## src/design/tte_pkg.sv

```systemverilog
// ----------------------------------------------------------------------------
// Text terminal character engine package
// Shared constants and types for the terminal engine and its escape parser.
// ----------------------------------------------------------------------------
package tte_pkg;

	localparam int unsigned MAX_COLS_DEF  = 128;
	localparam int unsigned MAX_ROWS_DEF  = 64;
	localparam int unsigned ESC_LIMIT_DEF = 10;

	localparam int unsigned NUM_W = 27;
	localparam logic [NUM_W-1:0] NUM_SAT = {NUM_W{1'b1}};

	localparam logic [7:0] CH_BS    = 8'd8;
	localparam logic [7:0] CH_TAB   = 8'd9;
	localparam logic [7:0] CH_LF    = 8'd10;
	localparam logic [7:0] CH_FF    = 8'd12;
	localparam logic [7:0] CH_CR    = 8'd13;
	localparam logic [7:0] CH_ESC   = 8'd27;
	localparam logic [7:0] CH_LBRK  = 8'h5B;
	localparam logic [7:0] CH_SEMI  = 8'h3B;
	localparam logic [7:0] CH_SGR   = 8'h6D;
	localparam logic [6:0] CH_SPACE = 7'd32;

	localparam logic [3:0] FG_RESET = 4'd7;
	localparam logic [3:0] BG_RESET = 4'd0;

	localparam logic [NUM_W-1:0] SGR_RESET  = 27'd0;
	localparam logic [NUM_W-1:0] SGR_FG_LO  = 27'd30;
	localparam logic [NUM_W-1:0] SGR_FG_HI  = 27'd37;
	localparam logic [NUM_W-1:0] SGR_FG_DEF = 27'd39;
	localparam logic [NUM_W-1:0] SGR_BG_LO  = 27'd40;
	localparam logic [NUM_W-1:0] SGR_BG_HI  = 27'd47;
	localparam logic [NUM_W-1:0] SGR_BG_DEF = 27'd49;

	localparam logic [7:0] COLS_RESET = 8'd80;
	localparam logic [6:0] ROWS_RESET = 7'd25;

	// Request from the sequencer to the escape parser.
	typedef struct packed {
		logic       start;
		logic       step;
		logic [7:0] ch;
	} esc_req_t;

	typedef struct packed {
		logic       active;
		logic [3:0] fg;
		logic [3:0] bg;
	} esc_stat_t;

endpackage

```

## src/design/tte_esc.sv

```systemverilog
// ----------------------------------------------------------------------------
// Escape sequence parser
// Tracks ESC [ sequences and applies SGR colour selection.
// ----------------------------------------------------------------------------
module tte_esc #(
	parameter int unsigned ESC_LIMIT = tte_pkg::ESC_LIMIT_DEF
) (
	input  logic               clk,
	input  logic               arst_n,
	input  tte_pkg::esc_req_t  req,
	output tte_pkg::esc_stat_t stat
);

	localparam int unsigned LW = $clog2(ESC_LIMIT + 1);

	typedef enum logic [1:0] {
		PH_IDLE,
		PH_START,
		PH_PARAM,
		PH_SECOND
	} phase_t;

	phase_t                     phase_q, phase_n;
	logic [LW-1:0]              len_q, len_n;
	logic [tte_pkg::NUM_W-1:0]  num_q, num_n;
	logic [3:0]                 fg_q, fg_n, bg_q, bg_n;
	logic                       done;
	logic                       digit;
	logic                       apply;
	logic [tte_pkg::NUM_W+3:0]  num_x10;
	logic [tte_pkg::NUM_W-1:0]  num_sub;

	assign digit   = req.ch inside {[8'h30:8'h39]};
	assign num_x10 = ({4'b0, num_q} << 3) + ({4'b0, num_q} << 1)
		+ (tte_pkg::NUM_W + 4)'(req.ch[3:0]);

	always_comb begin
		phase_n = phase_q;
		len_n   = len_q;
		num_n   = num_q;
		fg_n    = fg_q;
		bg_n    = bg_q;
		done    = 1'b0;
		apply   = 1'b0;
		num_sub = '0;
		if (req.start) begin
			phase_n = PH_START;
			len_n   = LW'(1);
			num_n   = '0;
		end else if (req.step) begin
			len_n = len_q + LW'(1);
			case (phase_q)
				PH_START: begin
					if (req.ch == tte_pkg::CH_LBRK) begin
						phase_n = PH_PARAM;
						num_n   = '0;
					end else begin
						done = 1'b1;
					end
				end
				PH_PARAM: begin
					if (digit) begin
						if (num_x10 > (tte_pkg::NUM_W + 4)'(tte_pkg::NUM_SAT)) begin
							num_n = tte_pkg::NUM_SAT;
						end else begin
							num_n = tte_pkg::NUM_W'(num_x10);
						end
					end else if (req.ch == tte_pkg::CH_SEMI) begin
						phase_n = PH_SECOND;
					end else begin
						apply = (req.ch == tte_pkg::CH_SGR);
						done  = 1'b1;
					end
				end
				PH_SECOND: begin
					if (!digit) begin
						apply = (req.ch == tte_pkg::CH_SGR);
						done  = 1'b1;
					end
				end
				default: begin
					done = 1'b1;
				end
			endcase
			if (!done && len_n >= LW'(ESC_LIMIT)) begin
				done = 1'b1;
			end
			if (apply) begin
				if (num_q == tte_pkg::SGR_RESET) begin
					fg_n = tte_pkg::FG_RESET;
					bg_n = tte_pkg::BG_RESET;
				end else if (num_q >= tte_pkg::SGR_FG_LO && num_q <= tte_pkg::SGR_FG_HI) begin
					num_sub = num_q - tte_pkg::SGR_FG_LO;
					fg_n    = num_sub[3:0];
				end else if (num_q == tte_pkg::SGR_FG_DEF) begin
					fg_n = tte_pkg::FG_RESET;
				end else if (num_q >= tte_pkg::SGR_BG_LO && num_q <= tte_pkg::SGR_BG_HI) begin
					num_sub = num_q - tte_pkg::SGR_BG_LO;
					bg_n    = num_sub[3:0];
				end else if (num_q == tte_pkg::SGR_BG_DEF) begin
					bg_n = tte_pkg::BG_RESET;
				end
			end
			if (done) begin
				phase_n = PH_IDLE;
				len_n   = '0;
				num_n   = '0;
			end
		end
	end

	always_ff @(posedge clk or negedge arst_n) begin
		if (!arst_n) begin
			phase_q <= PH_IDLE;
			len_q   <= '0;
			num_q   <= '0;
			fg_q    <= tte_pkg::FG_RESET;
			bg_q    <= tte_pkg::BG_RESET;
		end else begin
			phase_q <= phase_n;
			len_q   <= len_n;
			num_q   <= num_n;
			fg_q    <= fg_n;
			bg_q    <= bg_n;
		end
	end

	assign stat.active = (phase_q != PH_IDLE);
	assign stat.fg     = fg_q;
	assign stat.bg     = bg_q;

endmodule

```

## config.mk

```make
export PLATFORM = sky130hd
export DESIGN_NAME = tte_esc
export DESIGN_NICKNAME = d
export VERILOG_FILES = /design/src/design/tte_pkg.sv /design/src/design/tte_esc.sv
export SDC_FILE = /design/constraint.sdc
export NUM_CORES = 1
export LEC_CHECK = 0
export ABC_AREA = 1
export BUFFER_PORTS_ARGS = -buffer_cell sky130_fd_sc_hd__buf_2
export CORE_AREA = 2 2 147 92
export DETAILED_ROUTE_END_ITERATION = 12
export DIE_AREA = 0 0 149 94
export HOLD_SLACK_MARGIN = 0.05
export SYNTH_ARGS = -nofsm -noshare
export SYNTH_HDL_FRONTEND = slang
export SYNTH_SLANG_ARGS = --single-unit
export TNS_END_PERCENT = 100
```

## constraint.sdc

```tcl
create_clock -name clk -period 3.2 [get_ports clk]
set_clock_uncertainty 0.15 [all_clocks]
set_input_delay 0.16 -clock clk [delete_from_list [all_inputs] [get_ports clk]]
set_output_delay 0.16 -clock clk [all_outputs]
set_load 0.05 [all_outputs]
```

==> results.yml, run 1 <==
timing:
  finalHoldViolCount: 0
  finalCriticalPeriod_ps: 3030
  slew_headroom_pct: 34.2
  rsz0062_at_grt: "false"
  tightestPinTransition_ps: 987
  finalMaxSlewViolations: 0
  setup_viol: 0
  clock.fmax_mhz: 330
  fin_setup_tns_ps: 0
  post-route-period-util_pct: 94.7
worst_setup_path:
  worstPathRequired_ps: 3230
  path_cells: "ha_1 -> ha_1 -> nand2_1 -> nand2_1 -> a21oi_2 -> nand3_1 -> nand2_1 -> nand2_1 -> nand2_1 -> nand2_1 -> nor2_4 -> buf_12 -> nand3_1 -> nand2_1 -> nand2_1"
  cpPeakStageDelay_ps: 550
  cp_slowest_cell: "dfrtp_1"
  criticalPathCategory: "reg -> reg"
  crit_arrival_ps: 3060
  cp-start-kind: "flip-flop"
  crit_path_frequent_cell: "nand2_1"
  worst_setup_path_end_kind: "flip-flop"
  critPathMaxFanout: 27
placement:
  hpwlAfterDp_um: 11400
  gp_congestion: 0.931
  dpl-instance-area_um2: 5280
  port_buffers: 20
routing:
  viasPerCell: 4.93
  route.detailed.wl_per_inst_um: 14.6
  vias: 4684
  wl_met2_um: 4340
  met3_length_um: 1350
  dr.pass1.iters: 5
  drtIter0Drc: 411
  drt-met1-wl_um: 8130
  top_layer: "met4"
  ant_nets: 0
  wl_um: 13900
  drc: 0
grt:
  grt_max_degree: 42
  grt_pass1_wl_um: 22500
  gr-usage-all-layers_pct: 20.8
  grt-ovfl-total: 0
  first_global_vias: 4140
  antenna_found_initial: 0
die:
  dieArea_um2: 14000
  dieWidth_um: 149
  fp-row-count: 32
  die_y_um: 94
  initial_core_util_pct: 39.2
  io_pins: 21
  core_um2: 12600
yosys:
  synth-main-ff-cell: "dfrtp_1"
  synth_seq_cells: 41
  syn_area_um2: 4930
  yosys.area.top_type: "nand2_1"
  synth_most_common_cell: "nand2_1"
  synth_cell_types: 40
  synth_seq_area_share_pct: 20.9
  yosysWarnings: 0
  synthTopCellsByArea: "nand2_1 19%, dfrtp_1 19%, ha_1 16%"
  avgSynthCellArea_um2: 6.58
  ys_async_sr_fraction_pct: 100
  netlist_instances: 750
  synthTopCellsByCount: "254 x nand2_1, 95 x inv_1, 66 x nand3_1, 64 x nor2_1, 63 x ha_1"
  syn-num-nets: 827
  synth_edf_count: 0
  synth_top_cell_area_share_pct: 19.3
clocking:
  cts_root_buffer: "clkbuf_16"
  numCtsBuffers: 5
  cts.clk_slew.worst_paths_ps: 60
  clockBufferDepth: 2
  clock_latency_ps: 290
  cts.sinks: 41
  cts_tree: "built"
  cts-htree-levels: 2
layout:
  syn2layout_area_growth_pct: 10.8
  multi_input_area_um2: 3430
  drive_gt1_share_pct: 11.2
  diodes: 0
  num-nets-final: 856
  seq_area_um2: 1030
  num-fill-cells: 1318
  postLayoutCellArea_um2: 5470
power_and_ir_drop:
  p_per_area_nw_per_um2: 270
  power.leakage_nw: 3.25
  ir_worst_vdd_v: 0.000162
worst_hold_path:
  hp-class: "in -> reg"
job:
  drv_cap: 0
outcome:
  outcome: "complete, no violations"
==> cells in the final DEF, fill, tap and decap left out, types with 2 or more instances in the layout <==
cell	count
nand3b_1	4
fa_1	2
nor2_1	64
dfstp_2	3
nor2_2	6
o21bai_1	7
buf_4	8
o211ai_1	2
ha_1	63
dfrtp_1	38
xnor2_1	13
o21ai_1	5
o21ai_0	7
nand2_2	8
buf_12	3
or2_1	2
nor4_1	4
nor2_8	3
nand2_4	3
xor2_1	8
inv_1	95
nor3_1	13
o2111ai_1	2
buf_2	20
nand4_1	11
a21oi_2	5
clkbuf_16	5
a21oi_1	28
nand3_2	3
nor4_4	2
nand2_1	254
inv_2	9
a21boi_0	2
nand3_1	66
nor2_4	2
==> final timing paths <==
kind / startpoint / to / slack, ps / cells past startpoint
worst min register to register: fg_q[1] / fg_q[1] / 310 / 2
worst max register to register: num_q[8] / num_q[3] / 170 / 15
max in group asynchronous: arst_n / len_q[3] / 1860 / 2
worst min-delay path: req[0] / num_q[0] / 60 / 5
worst max-delay path: num_q[8] / num_q[3] / 170 / 15
min in group asynchronous: arst_n / num_q[14] / 420 / 2
==> sequential cells by signal (all words and copies together), names as in the netlist <==
register and cells:
phase_q 2, bg_q 4, fg_q 4, num_q 27
len_q 4
==> stage by stage <==
stage	std cells	hold slack (ps)	util (%)	total power [mW]	setup slack (ps)
after floorplan	750	-286	-	0.787	261
after global placement	941	227	42.0	0.867	280
after detailed placement	941	234	42.0	0.867	259
after CTS	950	62.3	43.5	1.49	237
after global routing	950	87.6	43.5	1.55	52.7
final	950	64.8	43.5	1.47	169
==> cell families after synthesis <==
group	after synthesis	synth area share, %
compound gates	60	7.25
flops	41	20.9
buf+inv	114	9.64
fa+ha+maj	65	16.8
simple gates	449	41.7
xor+xnor	21	3.73
==> worst max-delay path, delay by kind of cell, from the launching register on <==
kind / cells / cell delay [ps]
compound gates: 1 / 180
fa+ha+maj: 2 / 720
buf+inv: 1 / 180
flops: 1 / 550
simple gates: 11 / 1130
==> report_power, final <==
group / internal [mW] / switching, mW / total [mW]
combinational: 0.0919 / 0.221 / 0.313
clock: 0.390 / 0.226 / 0.616
sequential: 0.532 / 0.0137 / 0.546
==> routing by layer <==
metal  vias to the layer above  global-route usage (%)
li1                       2465                       -
met1                      2073                    36.7
met2                       142                    23.4
met3                         4                    5.87
met4                         0                    1.67
met5                         -                       0
==> final cells by class <==
class | count | area share (%)
multi-input cells | 595 | 62.7
flip-flops and latches | 41 | 18.8
inverters | 104 | 7.14
repair buffers | 32 | 4.21
well taps | 170 | 3.89
clock buffers | 6 | 2.54
clock inverters | 2 | 0.686
==> timing repair <==
| action | CTS | global route |
|---|---|---|
| buffers inserted | 0 | 0 |
| resized for setup | 0 | 0 |
| hold buffers | 1 | 0 |
| hold endpoints to repair | 38 | 0 |
| setup endpoints to repair | 0 | 0 |
Note: power is estimated with default switching activity, not from simulation.
==> run 2: changes to the inputs <==
==> constraint.sdc (replaced) <==
create_clock -name clk -period 3.2 [get_ports clk]
set_clock_uncertainty 0.15 [all_clocks]
set_input_delay 0.64 -clock clk [delete_from_list [all_inputs] [get_ports clk]]
set_output_delay 0.64 -clock clk [all_outputs]
set_load 0.05 [all_outputs]
==> results.yml, run 2 (synthesis results as in run 1) <==
outcome:
  outcome: "complete, no violations"
clocking:
  cts.clk_slew.worst_paths_ps: 70
  cts_tree: "built"
  cts_root_buffer: "clkbuf_16"
  ctsResizeCount: 0
  cts-htree-levels: 2
  cts.sinks: 41
  cts_hold_buf: 0
  clockBufferDepth: 2
  cts_setup_buffers: 0
  numCtsBuffers: 5
  clock_latency_ps: 290
worst_setup_path:
  cp-start-kind: "flip-flop"
  crit_arrival_ps: 3020
  r2r-start: "num_q[4]"
  worst_setup_path_end_kind: "flip-flop"
  regToRegSetupSlack_ps: 220
  cp_slowest_cell: "dfrtp_1"
  cpPeakStageDelay_ps: 510
  reg2reg_to: "num_q[8]"
  crit_path_frequent_cell: "nand2_1"
  reg2reg_depth: 15
  worstPathRequired_ps: 3230
  criticalPathCategory: "reg -> reg"
  crit_buf_inv: 1
  critPathMaxFanout: 27
  path_cells: "ha_1 -> ha_1 -> a21oi_1 -> nand2_1 -> nand2_1 -> nand3_1 -> nand2_1 -> nand2_1 -> nand2_1 -> nand2_1 -> nor2_4 -> buf_12 -> nand3_1 -> nand2_1 -> nand2_1"
  crit_family: "simple AND/OR/NAND/NOR gates"
power_and_ir_drop:
  p_per_area_nw_per_um2: 257
  power.leakage_nw: 3.31
  fin_total_pwr_mw: 1.42
  ir_worst_vdd_v: 0.000204
layout:
  diodes: 0
  top_register: "num_q"
  largest_reg_flops: 27
  fin_util_pct: 44.1
  drive_gt1_share_pct: 12.6
  num-fill-cells: 1359
  num-nets-final: 868
  final_common_cell: "nand2_1"
  mostFrequentLayoutCells: "254 x nand2_1, 95 x inv_1, 66 x nand3_1"
  postLayoutCellArea_um2: 5540
  syn2layout_area_growth_pct: 12.3
  stdcell_count: 962
job:
  drv_cap: 0
placement:
  gp_congestion: 0.963
  hpwlAfterDp_um: 11400
  port_buffers: 20
  dp.cells: 954
  dpl-instance-area_um2: 5380
timing:
  finalHoldViolCount: 0
  finalCriticalPeriod_ps: 2980
  setup_viol: 0
  fin_setup_tns_ps: 0
  finalMaxSlewViolations: 0
  slew_headroom_pct: 35.1
  tightestPinTransition_ps: 973
  rsz0062_at_grt: "false"
  post-route-period-util_pct: 93.2
  clock.fmax_mhz: 335
grt:
  grt-ovfl-total: 0
  grt_max_degree: 42
  antenna_found_initial: 0
  first_global_vias: 4131
  grt_pass1_wl_um: 22500
  gr-usage-all-layers_pct: 20.7
routing:
  viasPerCell: 4.90
  route.detailed.wl_per_inst_um: 14.2
  drc: 0
  ant_nets: 0
  vias: 4718
  drtIter0Drc: 361
  dr.pass1.iters: 5
  wl_um: 13700
die:
  fp-row-count: 32
  io_pins: 21
  initial_core_util_pct: 39.2
  die_y_um: 94
  core_um2: 12600
  dieArea_um2: 14000
  dieWidth_um: 149
worst_hold_path:
  hold_start: "fg_q[0]"
  hold_depth: 2
  hp-class: "reg -> reg"
  min_to: "fg_q[0]"
run 2: worst max path at each step:
stage                        start   endpoint  slack [ps]  cells after the start
after floorplan             req[3]   num_q[8]         240                     17
after global placement      req[3]  num_q[17]          20                     14
after detailed placement    req[3]   num_q[8]         -30                     18
after CTS                 num_q[2]   num_q[8]         220                     13
after global routing      num_q[4]   num_q[8]           5                     15
final                     num_q[4]   num_q[8]         220                     15
run 2: area by class of cell:
class	instances	area [µm²]	area share [%]
inverter	104	390	7.05
clock buffer	7	153	2.76
timing repair buffer	44	318	5.74
clock inverter	1	8.76	0.158
tap	170	213	3.84
multi-input combinational	595	3430	61.9
sequential	41	1030	18.6
run 2: metal layers:
layer / global-route usage, % / share of wire [%] / vias to the layer above
met4: 2.22 / 0.35 / 0
li1: - / - / 2486
met2: 22.2 / 31 / 129
met5: 0 / 0 / -
met1: 37.1 / 60 / 2099
met3: 5.63 / 8.9 / 4
run 2: where the power goes:
part           total [mW]  switching (mW)  leakage (nW)  internal [mW]
registers           0.545          0.0128         0.554          0.532
clock network       0.565           0.229        0.0805          0.335
logic               0.313           0.221          2.67         0.0921
run 2: stage by stage:
step | setup slack [ps] | hold WS, ps
CTS | 219 | 316
global route | 5.22 | 327
finish | 217 | 312
global placement | 19.8 | 306
detailed placement | -26.1 | 306
floorplan | 243 | 194
run 2: worst register-to-register path, cell delays in order, from the launching register on:
cell	delay (ps)
dfrtp_1	510
ha_1	350
ha_1	360
a21oi_1	300
nand2_1	90
nand2_1	70
nand3_1	160
nand2_1	160
nand2_1	70
nand2_1	60
nand2_1	80
nor2_4	110
buf_12	180
nand3_1	130
nand2_1	80
nand2_1	40
